**config.mk**
```make
export PLATFORM = sky130hd
export DESIGN_NAME = i8080_alu_flags_core_flat
export DESIGN_NICKNAME = d
export VERILOG_FILES = /design/src/rtl/i8080af_pkg.sv /design/src/rtl/i8080af_in_if.sv /design/src/rtl/i8080af_out_if.sv /design/src/rtl/i8080_alu_flags_core.sv /design/src/rtl/i8080af_alu.sv /design/src/flat_wrapper.sv
export SDC_FILE = /design/constraint.sdc
export NUM_CORES = 1
export LEC_CHECK = 0
export ABC_AREA = 1
export BUFFER_PORTS_ARGS = -buffer_cell sky130_fd_sc_hd__buf_2
export CAP_MARGIN = 0
export CORE_ASPECT_RATIO = 0.9
export CORE_MARGIN = 5
export CORE_UTILIZATION = 51
export CTS_BUF_LIST = sky130_fd_sc_hd__clkbuf_16
export DETAILED_ROUTE_END_ITERATION = 16
export PLACE_DENSITY = 0.73
export SYNTH_ARGS = -nofsm -noshare
export SYNTH_HDL_FRONTEND = slang
export SYNTH_SLANG_ARGS = --single-unit
```
**constraint.sdc**
```tcl
create_clock -name clk -period 6.1 [get_ports clk]
set_input_delay 1.22 -clock clk [delete_from_list [all_inputs] [get_ports clk]]
set_output_delay 1.22 -clock clk [all_outputs]
set_load 0.01 [all_outputs]
```
**src/rtl/i8080af_pkg.sv**
```systemverilog
`timescale 1ns / 1ps
// ----------------------------------------------------------------------------
// i8080af_pkg
// shared types and codes of the 8080/8085 alu and flag block
// ----------------------------------------------------------------------------
package i8080af_pkg;

    localparam int OPCODE_W = 5;
    localparam int BYTE_W   = 8;
    localparam int WORD_W   = 16;
    localparam int APB_DW   = 32;
    localparam int APB_AW   = 3;

    // operation codes
    localparam logic [OPCODE_W-1:0] OP_ADD  = 5'd0;
    localparam logic [OPCODE_W-1:0] OP_ADC  = 5'd1;
    localparam logic [OPCODE_W-1:0] OP_SUB  = 5'd2;
    localparam logic [OPCODE_W-1:0] OP_SBB  = 5'd3;
    localparam logic [OPCODE_W-1:0] OP_ANA  = 5'd4;
    localparam logic [OPCODE_W-1:0] OP_XRA  = 5'd5;
    localparam logic [OPCODE_W-1:0] OP_ORA  = 5'd6;
    localparam logic [OPCODE_W-1:0] OP_CMP  = 5'd7;
    localparam logic [OPCODE_W-1:0] OP_INR  = 5'd8;
    localparam logic [OPCODE_W-1:0] OP_DCR  = 5'd9;
    localparam logic [OPCODE_W-1:0] OP_RLC  = 5'd10;
    localparam logic [OPCODE_W-1:0] OP_RRC  = 5'd11;
    localparam logic [OPCODE_W-1:0] OP_RAL  = 5'd12;
    localparam logic [OPCODE_W-1:0] OP_RAR  = 5'd13;
    localparam logic [OPCODE_W-1:0] OP_CMA  = 5'd14;
    localparam logic [OPCODE_W-1:0] OP_STC  = 5'd15;
    localparam logic [OPCODE_W-1:0] OP_CMC  = 5'd16;
    localparam logic [OPCODE_W-1:0] OP_DAD  = 5'd17;
    localparam logic [OPCODE_W-1:0] OP_DSUB = 5'd18;
    localparam logic [OPCODE_W-1:0] OP_ASRH = 5'd19;
    localparam logic [OPCODE_W-1:0] OP_RLDE = 5'd20;
    localparam logic [OPCODE_W-1:0] OP_INX  = 5'd21;
    localparam logic [OPCODE_W-1:0] OP_DCX  = 5'd22;

    // flag bit positions
    localparam int FB_C = 0;
    localparam int FB_N = 1;
    localparam int FB_V = 2;
    localparam int FB_X = 3;
    localparam int FB_H = 4;
    localparam int FB_Z = 6;
    localparam int FB_S = 7;

    // register index of cpu_variant
    localparam logic REG_CPU_VARIANT = 1'b0;

    typedef struct packed {
        logic [OPCODE_W-1:0] opcode;
        logic [BYTE_W-1:0]   accumulator;
        logic [WORD_W-1:0]   operand;
        logic [WORD_W-1:0]   hl_pair;
        logic [BYTE_W-1:0]   flags_in;
    } alu_req_t;

    typedef struct packed {
        logic [WORD_W-1:0] result;
        logic [BYTE_W-1:0] flags_out;
    } alu_rsp_t;

endpackage

```
**src/rtl/i8080af_in_if.sv**
```systemverilog
`timescale 1ns / 1ps
// ----------------------------------------------------------------------------
// i8080af_in_if
// operation channel: valid/ready with one alu request per transaction
// ----------------------------------------------------------------------------
interface i8080af_in_if import i8080af_pkg::*; ();
    logic                valid;
    logic                ready;
    logic [OPCODE_W-1:0] opcode;
    logic [BYTE_W-1:0]   accumulator;
    logic [WORD_W-1:0]   operand;
    logic [WORD_W-1:0]   hl_pair;
    logic [BYTE_W-1:0]   flags_in;

    modport source (output valid, opcode, accumulator, operand, hl_pair, flags_in,
                    input ready);
    modport sink   (input valid, opcode, accumulator, operand, hl_pair, flags_in,
                    output ready);
endinterface

```
**src/rtl/i8080af_out_if.sv**
```systemverilog
`timescale 1ns / 1ps
// ----------------------------------------------------------------------------
// i8080af_out_if
// result channel: valid/ready with one result and flag byte per transaction
// ----------------------------------------------------------------------------
interface i8080af_out_if import i8080af_pkg::*; ();
    logic              valid;
    logic              ready;
    logic [WORD_W-1:0] result;
    logic [BYTE_W-1:0] flags_out;

    modport source (output valid, result, flags_out, input ready);
    modport sink   (input valid, result, flags_out, output ready);
endinterface

```
**src/rtl/i8080_alu_flags_core.sv**
```systemverilog
`timescale 1ns / 1ps
// ----------------------------------------------------------------------------
// i8080_alu_flags_core
// 8080/8085 alu with flag logic behind valid/ready channels and an apb port
// ----------------------------------------------------------------------------
// One operation per transaction on in_ch gives one result and flag byte per
// transaction on out_ch. The block sustains one transaction per cycle while
// out_ch is not stalled: every operation goes through a single pass of the
// alu, which sits between the input register and the result register, so an
// accepted operation is offered on out_ch once the result register holds it.
// A stalled result is held in the result register while one more operation
// waits in the input register; in_ch.ready drops only when both are full.
// The cpu_variant register (apb byte addresses 0 to 3, bit 0) picks 8080 (0)
// or 8085 (1) behaviour; it should only be written while no transaction is
// in flight. Reads of byte addresses 4 to 7 return zero and writes there are
// ignored.
// ----------------------------------------------------------------------------
module i8080_alu_flags_core import i8080af_pkg::*;
(
    input  logic              clk,
    input  logic              rst_n,
    i8080af_in_if.sink        in_ch,
    i8080af_out_if.source     out_ch,
    input  logic              psel,
    input  logic              penable,
    input  logic              pwrite,
    input  logic [APB_AW-1:0] paddr,
    input  logic [APB_DW-1:0] pwdata,
    output logic [APB_DW-1:0] prdata,
    output logic              pready
);

    // configuration register
    logic cpu_variant_reg;
    logic cpu_variant_next;
    logic cfg_write;
    logic cfg_hit;

    // input register stage
    logic     s1_valid_reg;
    logic     s1_valid_next;
    alu_req_t s1_req_reg;

    // result register stage
    logic     s2_valid_reg;
    logic     s2_valid_next;
    alu_rsp_t s2_rsp_reg;
    alu_rsp_t alu_rsp;

    logic s2_take;
    logic in_ready;

    // ------------------------------------------------------------------
    // apb port: word index sits above the byte offset bits
    // ------------------------------------------------------------------
    assign pready    = 1'b1;
    assign cfg_hit   = (paddr[APB_AW-1] == REG_CPU_VARIANT);
    assign cfg_write = psel && penable && pwrite && pready && cfg_hit;

    always_comb
    begin
        cpu_variant_next = cpu_variant_reg;
        if (cfg_write)
        begin
            cpu_variant_next = pwdata[0];
        end
    end

    assign prdata = cfg_hit ? {{(APB_DW-1){1'b0}}, cpu_variant_reg} : '0;

    // ------------------------------------------------------------------
    // pipeline control
    // ------------------------------------------------------------------
    // the result register frees up when empty or being drained this cycle
    assign s2_take  = !s2_valid_reg || out_ch.ready;
    // the input register can load when empty or moving on to the result
    assign in_ready = !s1_valid_reg || s2_take;

    assign in_ch.ready = in_ready;

    always_comb
    begin
        s1_valid_next = s1_valid_reg;
        s2_valid_next = s2_valid_reg;
        if (in_ready)
        begin
            s1_valid_next = in_ch.valid;
        end
        if (s2_take)
        begin
            s2_valid_next = s1_valid_reg;
        end
    end

    always_ff @(posedge clk or negedge rst_n)
    begin
        if (!rst_n)
        begin
            cpu_variant_reg <= 1'b0;
            s1_valid_reg    <= 1'b0;
            s2_valid_reg    <= 1'b0;
        end
        else
        begin
            cpu_variant_reg <= cpu_variant_next;
            s1_valid_reg    <= s1_valid_next;
            s2_valid_reg    <= s2_valid_next;
        end
    end

    // payload registers, no reset needed
    always_ff @(posedge clk)
    begin
        if (in_ready && in_ch.valid)
        begin
            s1_req_reg.opcode      <= in_ch.opcode;
            s1_req_reg.accumulator <= in_ch.accumulator;
            s1_req_reg.operand     <= in_ch.operand;
            s1_req_reg.hl_pair     <= in_ch.hl_pair;
            s1_req_reg.flags_in    <= in_ch.flags_in;
        end
        if (s2_take && s1_valid_reg)
        begin
            s2_rsp_reg <= alu_rsp;
        end
    end

    // ------------------------------------------------------------------
    // alu datapath
    // ------------------------------------------------------------------
    i8080af_alu u_alu
    (
        .req  (s1_req_reg),
        .is85 (cpu_variant_reg),
        .rsp  (alu_rsp)
    );

    // ------------------------------------------------------------------
    // result channel
    // ------------------------------------------------------------------
    assign out_ch.valid     = s2_valid_reg;
    assign out_ch.result    = s2_rsp_reg.result;
    assign out_ch.flags_out = s2_rsp_reg.flags_out;

endmodule

```
**src/rtl/i8080af_alu.sv**
```systemverilog
`timescale 1ns / 1ps
// ----------------------------------------------------------------------------
// i8080af_alu
// single-pass alu datapath with 8080/8085 flag logic
// ----------------------------------------------------------------------------
module i8080af_alu import i8080af_pkg::*;
(
    input  alu_req_t req,
    input  logic     is85,
    output alu_rsp_t rsp
);

    typedef struct packed {
        logic [BYTE_W-1:0] flags;
        logic [BYTE_W-1:0] value;
    } byte_res_t;

    function automatic logic [BYTE_W-1:0] zs_of(input logic [BYTE_W-1:0] x);
        logic [BYTE_W-1:0] f;
        f       = '0;
        f[FB_S] = x[7];
        f[FB_Z] = (x == '0);
        return f;
    endfunction

    function automatic logic [BYTE_W-1:0] zsp_of(input logic [BYTE_W-1:0] x);
        logic [BYTE_W-1:0] f;
        f       = zs_of(x);
        f[FB_V] = ~(^x);
        return f;
    endfunction

    function automatic byte_res_t add8(input logic [BYTE_W-1:0] a,
                                       input logic [BYTE_W-1:0] v,
                                       input logic              c);
        logic [BYTE_W:0] q;
        byte_res_t       res;
        q             = {1'b0, a} + {1'b0, v} + {{BYTE_W{1'b0}}, c};
        res.value     = q[BYTE_W-1:0];
        res.flags     = zsp_of(q[BYTE_W-1:0]);
        res.flags[FB_C] = q[BYTE_W];
        res.flags[FB_H] = a[4] ^ q[4] ^ v[4];
        // overflow shares the parity bit
        res.flags[FB_V] = res.flags[FB_V] | (~(a[7] ^ v[7]) & (v[7] ^ q[7]));
        return res;
    endfunction

    function automatic byte_res_t sub8(input logic [BYTE_W-1:0] a,
                                       input logic [BYTE_W-1:0] v,
                                       input logic              c,
                                       input logic              zp);
        logic [BYTE_W:0] q;
        byte_res_t       res;
        q             = {1'b0, a} - {1'b0, v} - {{BYTE_W{1'b0}}, c};
        res.value     = q[BYTE_W-1:0];
        res.flags     = zp ? zsp_of(q[BYTE_W-1:0]) : zs_of(q[BYTE_W-1:0]);
        res.flags[FB_C] = q[BYTE_W];
        res.flags[FB_N] = 1'b1;
        res.flags[FB_H] = a[4] ^ q[4] ^ v[4];
        res.flags[FB_V] = res.flags[FB_V] | ((v[7] ^ a[7]) & (a[7] ^ q[7]));
        return res;
    endfunction

    logic [BYTE_W-1:0] a;
    logic [BYTE_W-1:0] v;
    logic [BYTE_W-1:0] f;
    logic              c;
    logic [WORD_W-1:0] pr;
    logic [WORD_W-1:0] hl;
    byte_res_t         br;
    byte_res_t         br_hi;
    logic [WORD_W:0]   dad_sum;
    logic [WORD_W-1:0] word_res;

    assign a  = req.accumulator;
    assign v  = req.operand[BYTE_W-1:0];
    assign f  = req.flags_in;
    assign c  = req.flags_in[FB_C];
    assign pr = req.operand;
    assign hl = req.hl_pair;

    always_comb
    begin
        rsp.result    = {{(WORD_W-BYTE_W){1'b0}}, a};
        rsp.flags_out = f;
        br            = '0;
        br_hi         = '0;
        dad_sum       = '0;
        word_res      = '0;
        case (req.opcode)
            OP_ADD, OP_ADC:
            begin
                br = add8(a, v, (req.opcode == OP_ADC) ? c : 1'b0);
                rsp.result    = {{(WORD_W-BYTE_W){1'b0}}, br.value};
                rsp.flags_out = br.flags;
            end
            OP_SUB, OP_SBB:
            begin
                br = sub8(a, v, (req.opcode == OP_SBB) ? c : 1'b0, 1'b1);
                rsp.result    = {{(WORD_W-BYTE_W){1'b0}}, br.value};
                rsp.flags_out = br.flags;
            end
            OP_CMP:
            begin
                br = sub8(a, v, 1'b0, 1'b1);
                rsp.flags_out = br.flags;
            end
            OP_ANA:
            begin
                br.value      = a & v;
                rsp.result    = {{(WORD_W-BYTE_W){1'b0}}, br.value};
                rsp.flags_out = zsp_of(br.value);
                // 8080 half-carry comes from bit 3 of the or of the operands
                rsp.flags_out[FB_H] = is85 | a[3] | v[3];
            end
            OP_XRA:
            begin
                br.value      = a ^ v;
                rsp.result    = {{(WORD_W-BYTE_W){1'b0}}, br.value};
                rsp.flags_out = zsp_of(br.value);
            end
            OP_ORA:
            begin
                br.value      = a | v;
                rsp.result    = {{(WORD_W-BYTE_W){1'b0}}, br.value};
                rsp.flags_out = zsp_of(br.value);
            end
            OP_INR:
            begin
                br.value      = v + 8'd1;
                rsp.result    = {{(WORD_W-BYTE_W){1'b0}}, br.value};
                rsp.flags_out = zsp_of(br.value);
                rsp.flags_out[FB_C] = c;
                rsp.flags_out[FB_H] = (v[3:0] == 4'hf);
            end
            OP_DCR:
            begin
                br.value      = v - 8'd1;
                rsp.result    = {{(WORD_W-BYTE_W){1'b0}}, br.value};
                rsp.flags_out = zsp_of(br.value);
                rsp.flags_out[FB_C] = c;
                rsp.flags_out[FB_H] = (v[3:0] == 4'h0);
                rsp.flags_out[FB_N] = 1'b1;
            end
            OP_RLC:
            begin
                rsp.result = {{(WORD_W-BYTE_W){1'b0}}, a[6:0], a[7]};
                rsp.flags_out[FB_C] = a[7];
            end
            OP_RRC:
            begin
                rsp.result = {{(WORD_W-BYTE_W){1'b0}}, a[0], a[7:1]};
                rsp.flags_out[FB_C] = a[0];
            end
            OP_RAL:
            begin
                rsp.result = {{(WORD_W-BYTE_W){1'b0}}, a[6:0], c};
                rsp.flags_out[FB_C] = a[7];
            end
            OP_RAR:
            begin
                rsp.result = {{(WORD_W-BYTE_W){1'b0}}, c, a[7:1]};
                rsp.flags_out[FB_C] = a[0];
            end
            OP_CMA:
            begin
                rsp.result = {{(WORD_W-BYTE_W){1'b0}}, ~a};
                if (is85)
                begin
                    rsp.flags_out[FB_H] = 1'b1;
                    rsp.flags_out[FB_N] = 1'b1;
                end
            end
            OP_STC:
            begin
                rsp.flags_out[FB_C] = 1'b1;
            end
            OP_CMC:
            begin
                rsp.flags_out[FB_C] = ~c;
            end
            OP_DAD:
            begin
                dad_sum    = {1'b0, hl} + {1'b0, pr};
                rsp.result = dad_sum[WORD_W-1:0];
                rsp.flags_out[FB_H] = hl[12] ^ pr[12] ^ dad_sum[12];
                rsp.flags_out[FB_C] = dad_sum[WORD_W];
            end
            OP_DSUB:
            begin
                rsp.result = hl;
                if (is85)
                begin
                    br    = sub8(hl[BYTE_W-1:0], pr[BYTE_W-1:0], 1'b0, 1'b0);
                    br_hi = sub8(hl[WORD_W-1:BYTE_W], pr[WORD_W-1:BYTE_W],
                                 br.flags[FB_C], 1'b0);
                    rsp.result    = {br_hi.value, br.value};
                    rsp.flags_out = br_hi.flags;
                    // zero only when the whole word is zero
                    if (br.value != '0)
                    begin
                        rsp.flags_out[FB_Z] = 1'b0;
                    end
                end
            end
            OP_ASRH:
            begin
                rsp.result = hl;
                if (is85)
                begin
                    rsp.result = {hl[WORD_W-1], hl[WORD_W-1:1]};
                    rsp.flags_out[FB_C] = hl[0];
                end
            end
            OP_RLDE:
            begin
                rsp.result = pr;
                if (is85)
                begin
                    rsp.result = {pr[WORD_W-2:0], pr[WORD_W-1]};
                    rsp.flags_out[FB_C] = pr[WORD_W-1];
                    rsp.flags_out[FB_V] = pr[WORD_W-1] ^ pr[WORD_W-2];
                end
            end
            OP_INX:
            begin
                word_res   = pr + 16'd1;
                rsp.result = word_res;
                if (is85)
                begin
                    rsp.flags_out[FB_X] = (word_res[BYTE_W-1:0] == 8'h00);
                end
            end
            OP_DCX:
            begin
                word_res   = pr - 16'd1;
                rsp.result = word_res;
                if (is85)
                begin
                    rsp.flags_out[FB_X] = (word_res[BYTE_W-1:0] == 8'hff);
                end
            end
            default:
            begin
                rsp.result    = {{(WORD_W-BYTE_W){1'b0}}, a};
                rsp.flags_out = f;
            end
        endcase
    end

endmodule

```
**src/flat_wrapper.sv**
```systemverilog
// flat-port wrapper written by rule: the top's interface ports become plain ports
module i8080_alu_flags_core_flat import i8080af_pkg::*;
  (clk, rst_n, psel, penable, pwrite, paddr, pwdata, prdata, pready, in_ch_valid, in_ch_opcode, in_ch_accumulator, in_ch_operand, in_ch_hl_pair, in_ch_flags_in, in_ch_ready, out_ch_valid, out_ch_result, out_ch_flags_out, out_ch_ready);
  i8080af_in_if in_ch_i ();
  i8080af_out_if out_ch_i ();
  input  logic clk;
  input  logic rst_n;
  input  logic psel;
  input  logic penable;
  input  logic pwrite;
  input  logic [APB_AW-1:0] paddr;
  input  logic [APB_DW-1:0] pwdata;
  output logic [APB_DW-1:0] prdata;
  output logic pready;
  input wire logic [$bits(in_ch_i.valid)-1:0] in_ch_valid;
  input wire logic [$bits(in_ch_i.opcode)-1:0] in_ch_opcode;
  input wire logic [$bits(in_ch_i.accumulator)-1:0] in_ch_accumulator;
  input wire logic [$bits(in_ch_i.operand)-1:0] in_ch_operand;
  input wire logic [$bits(in_ch_i.hl_pair)-1:0] in_ch_hl_pair;
  input wire logic [$bits(in_ch_i.flags_in)-1:0] in_ch_flags_in;
  output wire logic [$bits(in_ch_i.ready)-1:0] in_ch_ready;
  output wire logic [$bits(out_ch_i.valid)-1:0] out_ch_valid;
  output wire logic [$bits(out_ch_i.result)-1:0] out_ch_result;
  output wire logic [$bits(out_ch_i.flags_out)-1:0] out_ch_flags_out;
  input wire logic [$bits(out_ch_i.ready)-1:0] out_ch_ready;
  assign in_ch_i.valid = in_ch_valid;
  assign in_ch_i.opcode = in_ch_opcode;
  assign in_ch_i.accumulator = in_ch_accumulator;
  assign in_ch_i.operand = in_ch_operand;
  assign in_ch_i.hl_pair = in_ch_hl_pair;
  assign in_ch_i.flags_in = in_ch_flags_in;
  assign in_ch_ready = in_ch_i.ready;
  assign out_ch_valid = out_ch_i.valid;
  assign out_ch_result = out_ch_i.result;
  assign out_ch_flags_out = out_ch_i.flags_out;
  assign out_ch_i.ready = out_ch_ready;
  i8080_alu_flags_core u_core (.clk(clk), .rst_n(rst_n), .in_ch(in_ch_i), .out_ch(out_ch_i), .psel(psel), .penable(penable), .pwrite(pwrite), .paddr(paddr), .pwdata(pwdata), .prdata(prdata), .pready(pready));
endmodule
```
# Word level (Yosys, flattened, before mapping)
# Cells that the tools add are included.
dict set report op_classes {
  reduce_logical 39
  n_addsub 12
  mux 21
  bitwise 41
  n_eq_ne 24
}
# op count
set ops {}
lappend ops {{16-bit one-hot mux with 18 select lines} 1}
lappend ops {{8-bit zero test} 10}
lappend ops {{8-bit XOR reduction} 8}
lappend ops {{5-bit by 4-bit == test with 1-bit output, second input constant} 8}
lappend ops {{5-bit == test, second input constant} 7}
lappend ops {{3-bit one-hot mux with 9 select lines} 1}
lappend ops {{8-bit by 8-bit subtractor with 9-bit output} 3}
lappend ops {{24-bit two-way mux} 1}
lappend ops {{5-bit by 3-bit == test with 1-bit output, second input constant} 4}
lappend ops {{1-bit one-hot mux with 10 select lines} 2}
lappend ops {{9-bit by 1-bit subtractor with 9-bit output} 2}
lappend ops {{16-bit by 16-bit adder with 17-bit output} 1}
lappend ops {{1-bit XOR} 17}
lappend ops {{16-bit by 1-bit adder with 16-bit output, second input constant} 1}
lappend ops {{16-bit two-way mux} 1}
lappend ops {{16-bit by 1-bit subtractor with 16-bit output, second input constant} 1}
lappend ops {{15-bit two-way mux} 1}
lappend ops {{1-bit one-hot mux with 12 select lines} 1}
lappend ops {{1-bit two-way mux} 11}
lappend ops {{1-bit NOT} 11}
lappend ops {{5-bit by 2-bit == test with 1-bit output, second input constant} 2}
lappend ops {{10-bit OR reduction} 1}
lappend ops {{2-bit OR reduction} 5}
lappend ops {{8-bit by 8-bit adder with 9-bit output} 1}
lappend ops {{other kinds (22)} 36}
dict set report totals {
  ff_bits 80
  wordCells 147
  out_inout_bits 59
}

# Depth between registers and ports, before layout
dict set report depth {
  word_depth 7
  ltp_mapped 28
}

# Modules after synthesis
# A second synthesis with hierarchy kept.
dict set report unflattened {
  cells_unflattened 1225
  hier_area_um2 9008.6
}
# mod area_each_um2 n_inst cells_per_inst
set modules_own_cells {}
lappend modules_own_cells {i8080af_alu 6291.0 1 1092}
lappend modules_own_cells {i8080_alu_flags_core 2717.6 1 133}

# Worst setup path before layout
# Ideal clock, no wire load.
dict set report synth_path {
  path_type {register to register}
  from {register u_core.s1_req_reg[24] in the netlist's numbering}
  to {register u_core.s2_rsp_reg (netlist bit u_core.out_ch.flags_out[4]) (data pin)}
  path_stages_with_launch 27
  setup_slack_ps 1570
  required_time_ps 5851
  arrival_ps 4281
  n_path_buf 0
  path_cell_list {edfxtp_1 > ha_1 > inv_1 > fa_1 > nand3_1 > nand2_1 > a21o_1 > a21oi_1 > inv_1 > a21oi_1 > o21bai_1 > fa_1 > inv_1 > ha_1 > nor2_1 > inv_1 > fa_1 > o21ai_2 > nand2_1 > nand2_1 > nand2_1 > xor2_1 > o21ai_0 > nand4_1 > nand3b_1 > nand2_1 > inv_1}
}
# element line_no
set synth_rtl {}
lappend synth_rtl {{start: declaration} i8080_alu_flags_core.sv:42} ;# alu_req_t s1_req_reg;
lappend synth_rtl {{end signal: assignment} i8080_alu_flags_core.sv:124} ;# s2_rsp_reg <= alu_rsp;
lappend synth_rtl {{end: declaration} i8080_alu_flags_core.sv:47} ;# alu_rsp_t s2_rsp_reg;

==> summary.md <==
| Metric | Value |
|---|---|
| Post-synth EDFFs | 77 |
| Min-Delay Path Class | flip-flop to flip-flop |
| Total wire length | 32300 um |
| Status | finished clean |
| Post_cts resized | 0 |
| Mean Syn Cell Area | 7.42 um^2 |
| Complex-gate fraction of the synthesized area | 15.9% |
| Clock network power share | 25.0% |
| Die Y | 138 um |
| Crit path max-delay cell type | edfxtp_1 |
| Post-synth ARST share | 3.75% |
| Post-CTS Hold Fix Bufs | 0 |
| CP startpoint kind | flip-flop |
| Vias after detailed routing | 9292 |
| Initial antenna violation count | 0 |
| First-pass GRT wire length | 48800 um |
| Worst-path clk slew | 70 ps |
| Clk_lat worst skew | 360 ps |
| Cell count after synthesis | 1254 |
| CP required | 6170 ps |
| Row count | 46 |
| Starting Density | 52.3% |
| Worst reg2reg setup slack | 990 ps |
| Ports | 154 |
| H-Tree Level Count | 3 |
| Nets@finish | 1541 |
| Max FO, Critical Path | 7 |
| Drt initial violations | 1287 |
| Seq/Total Area, Yosys | 25.6% |
| CP Capture Type | flip-flop |
| Power Density | 225 nW/um^2 |
| Vias per std cell | 5.89 |
| NetSw | 914 uW |
| Synth Area in XOR/XNOR | 5.08% |
| RSZ-0062 raised after global routing | false |
| ANT cells | 0 |
| Slowest stage delay, CP | 590 ps |
| Max Cap Viol | 0 |
| Synth unique cells | 58 |
| Crit-path cells | inv_1 -> ha_1 -> a21oi_1 -> nand2_1 -> a21o_1 -> a21oi_1 -> inv_1 -> a21oi_1 -> o21bai_1 -> fa_1 -> inv_1 -> ha_1 -> nor2_1 -> inv_1 -> fa_1 -> o21ai_2 -> nand2_1 -> nand2_1 -> nand2_1 -> a21oi_1 -> xor2_1 -> o21ai_0 -> nand2_1 -> o2111ai_1 |
| Setup TNS | 0 ps |
| Synth warnings | 0 |
| Minimum clock period | 5110 ps |
| Setup Skew | 13.1 ps |
| Leak | 4.82 nW |
| Largest net degree at the start of global routing | 54 |
| Largest family of logic cells by synthesized area | simple AND/OR/NAND/NOR gates |
| Total CTS buffers | 9 |
| Endpoints failing hold | 0 |
| Final setup viols | 0 |
| Synth Area in Simple Gates | 26.0% |
| Max reg flops | 53 |
| Crit share post-route | 83.8% |
| Worst vdd ir | 0.000155 V |
| Met2 routed WL | 12800 um |
| Flop pwr share | 32.1% |
| Flops & latches, synth | 80 |
| DP Wirelength | 25400 um |
| Most common cell on crit path | nand2_1 |
| M1 wire length | 14000 um |
| Port bufs | 88 |
| Met3 wire len | 4560 um |
| Syn-to-layout area delta | 8.85% |
| Final Max Slew Viols | 0 |
| Worst slack, placed | 1090 ps |
| Chip Width | 152 um |
| Post-synthesis mux area share | 0% |
| Wire per inst | 20.5 um |
| Drc violations | 0 |
| Post-Synth Adder-Cell Area | 15.6% |
| Syn Std Cell Area | 9310 um^2 |
| Proportion of power drawn by combinational gates | 42.8% |
| Clock buffer depth | 2 |
| Setup bufs post-CTS | 0 |
| Tightest Pin Transition | 1110 ps |
| FMAX | 0.196 GHz |
| Overall Global Routing Usage | 29.5% |
| Top FF cell, synth | edfxtp_1 |
| Vias in the first global route | 8433 |
| CTS tree | built |
| Total global routing overflow | 0 |
| DRT Pass-1 Iters | 8 |
| Std-Cell Core Area | 17800 um^2 |
| GPL Wtd Cong | 1.04 |
| Worst Path Class, Setup | flip-flop to flip-flop |
| CTS sink count | 80 |
| Arrival @ worst endpoint | 5180 ps |
| Top Metal Used | met4 |
| Share of layout cells above drive strength 1 | 13.8% |
| Slew HR | 26.0% |
| Internal power | 1.36 mW |
| Sw Ratio | 40.1% |
| Clk Tree Root Cell | clkbuf_16 |
| Die area | 21100 um^2 |
| Routed Antenna Nets | 0 |
| Final WS setup | 991 ps |
==> cells by family after synthesis <==
group	after synthesis
other cells	2
fa+ha+maj	112
flops	80
compound gates	248
xor+xnor	54
buf+inv	236
simple gates	522
==> synthesized netlist by cell type, drive strengths merged (8+ instances only) <==
master | n | area (um^2)
clkbuf | 9 | 43.8
buf | 50 | 375
inv | 176 | 661
nand3 | 85 | 440
nor3 | 16 | 101
nand4 | 29 | 188
o22ai | 40 | 250
a21oi | 70 | 373
o2111ai | 10 | 87.6
o21ai | 83 | 419
nor4 | 10 | 62.6
nand2 | 251 | 997
edfxtp | 77 | 2310
o211ai | 8 | 60.1
a31oi | 8 | 50.1
ha | 105 | 1310
xnor2 | 19 | 166
nor2 | 111 | 499
or2 | 12 | 75.1
xor2 | 35 | 307
==> stage by stage <==
step	hold WS (ps)	instances	utilization, %	power (mW)	cell area, um^2
2_1_floorplan	447	1284	-	1.42	9420
3_3_place_gp	487	1563	55.2	1.67	9820
3_5_place_dp	491	1563	55.2	1.68	9820
4_1_cts	508	1578	57.0	2.26	10100
5_1_grt	552	1578	57.0	2.41	10100
6_report	503	1578	57.0	2.28	10100
==> layer usage <==
metal | up-vias | track usage [%]
met5 | - | 0
met4 | 0 | 8.33
met1 | 4222 | 43.8
met2 | 630 | 41.1
met3 | 65 | 9.24
li1 | 4375 | -
==> layout make-up <==
class / instances / area [um^2]
multi-input combinational: 968 / 5950
inverter: 177 / 664
sequential: 80 / 2390
fill: 1726 / 7650
tap: 240 / 300
timing repair buffer: 98 / 515
clock buffer: 9 / 225
clock inverter: 6 / 85.1
==> cells in the final DEF, fill, tap and decap left out, types with 3 or more instances in the layout <==
master,count
a21oi_2,4
ha_1,105
nand2_4,3
o21bai_1,5
nand3_2,3
nor2_2,6
conb_1,32
dfrtp_1,3
fa_1,7
xnor2_1,19
buf_4,10
nor2_4,9
a211oi_1,6
or2_2,11
o21ai_0,79
inv_1,159
nor2_1,96
clkbuf_16,9
edfxtp_1,77
nand4_1,28
nor4_1,10
a31oi_1,8
nand3_1,82
inv_2,17
xor2_1,35
nor3_1,13
o21ai_1,3
nand2_1,235
o211ai_1,8
nand3b_1,5
buf_2,88
o2111ai_1,10
a221oi_1,7
nand2_2,13
a21oi_1,65
o22ai_1,40
==> power groups by stage <==
stage | clock network, mW | logic, mW | registers [mW]
floorplan | 0 | 0.690 | 0.731
global placement | 0 | 0.932 | 0.740
detailed placement | 0 | 0.940 | 0.741
CTS | 0.582 | 0.947 | 0.730
global route | 0.606 | 1.07 | 0.737
finish | 0.570 | 0.975 | 0.732
==> critical path: cells and delay by family (launching register included) <==
| family | cells | cell delay [ps] |
|---|---|---|
| xor gates and xnor gates | 1 | 240 |
| AOI/OAI and AO/OA | 9 | 1350 |
| DFF | 1 | 590 |
| adders and majority gates | 4 | 1630 |
| buffers and inverters | 4 | 470 |
| and+or+nand+nor | 6 | 530 |
==> worst paths after layout <==
| path | cells after the start | endpoint | from |
|---|---|---|---|
| max in group asynchronous | 1 | u_core.s1_valid_reg | rst_n |
| worst max register to register | 24 | u_core.out_ch.result[14] | u_core.s1_req_reg[27] |
| worst min register to register | 2 | u_core.out_ch.valid | u_core.s1_valid_reg |
| min in group asynchronous | 1 | u_core.out_ch.valid | rst_n |
| worst min-delay path | 2 | u_core.out_ch.valid | u_core.s1_valid_reg |
| worst max-delay path | 24 | u_core.out_ch.result[14] | u_core.s1_req_reg[27] |
(Power assumes the default switching activity.)
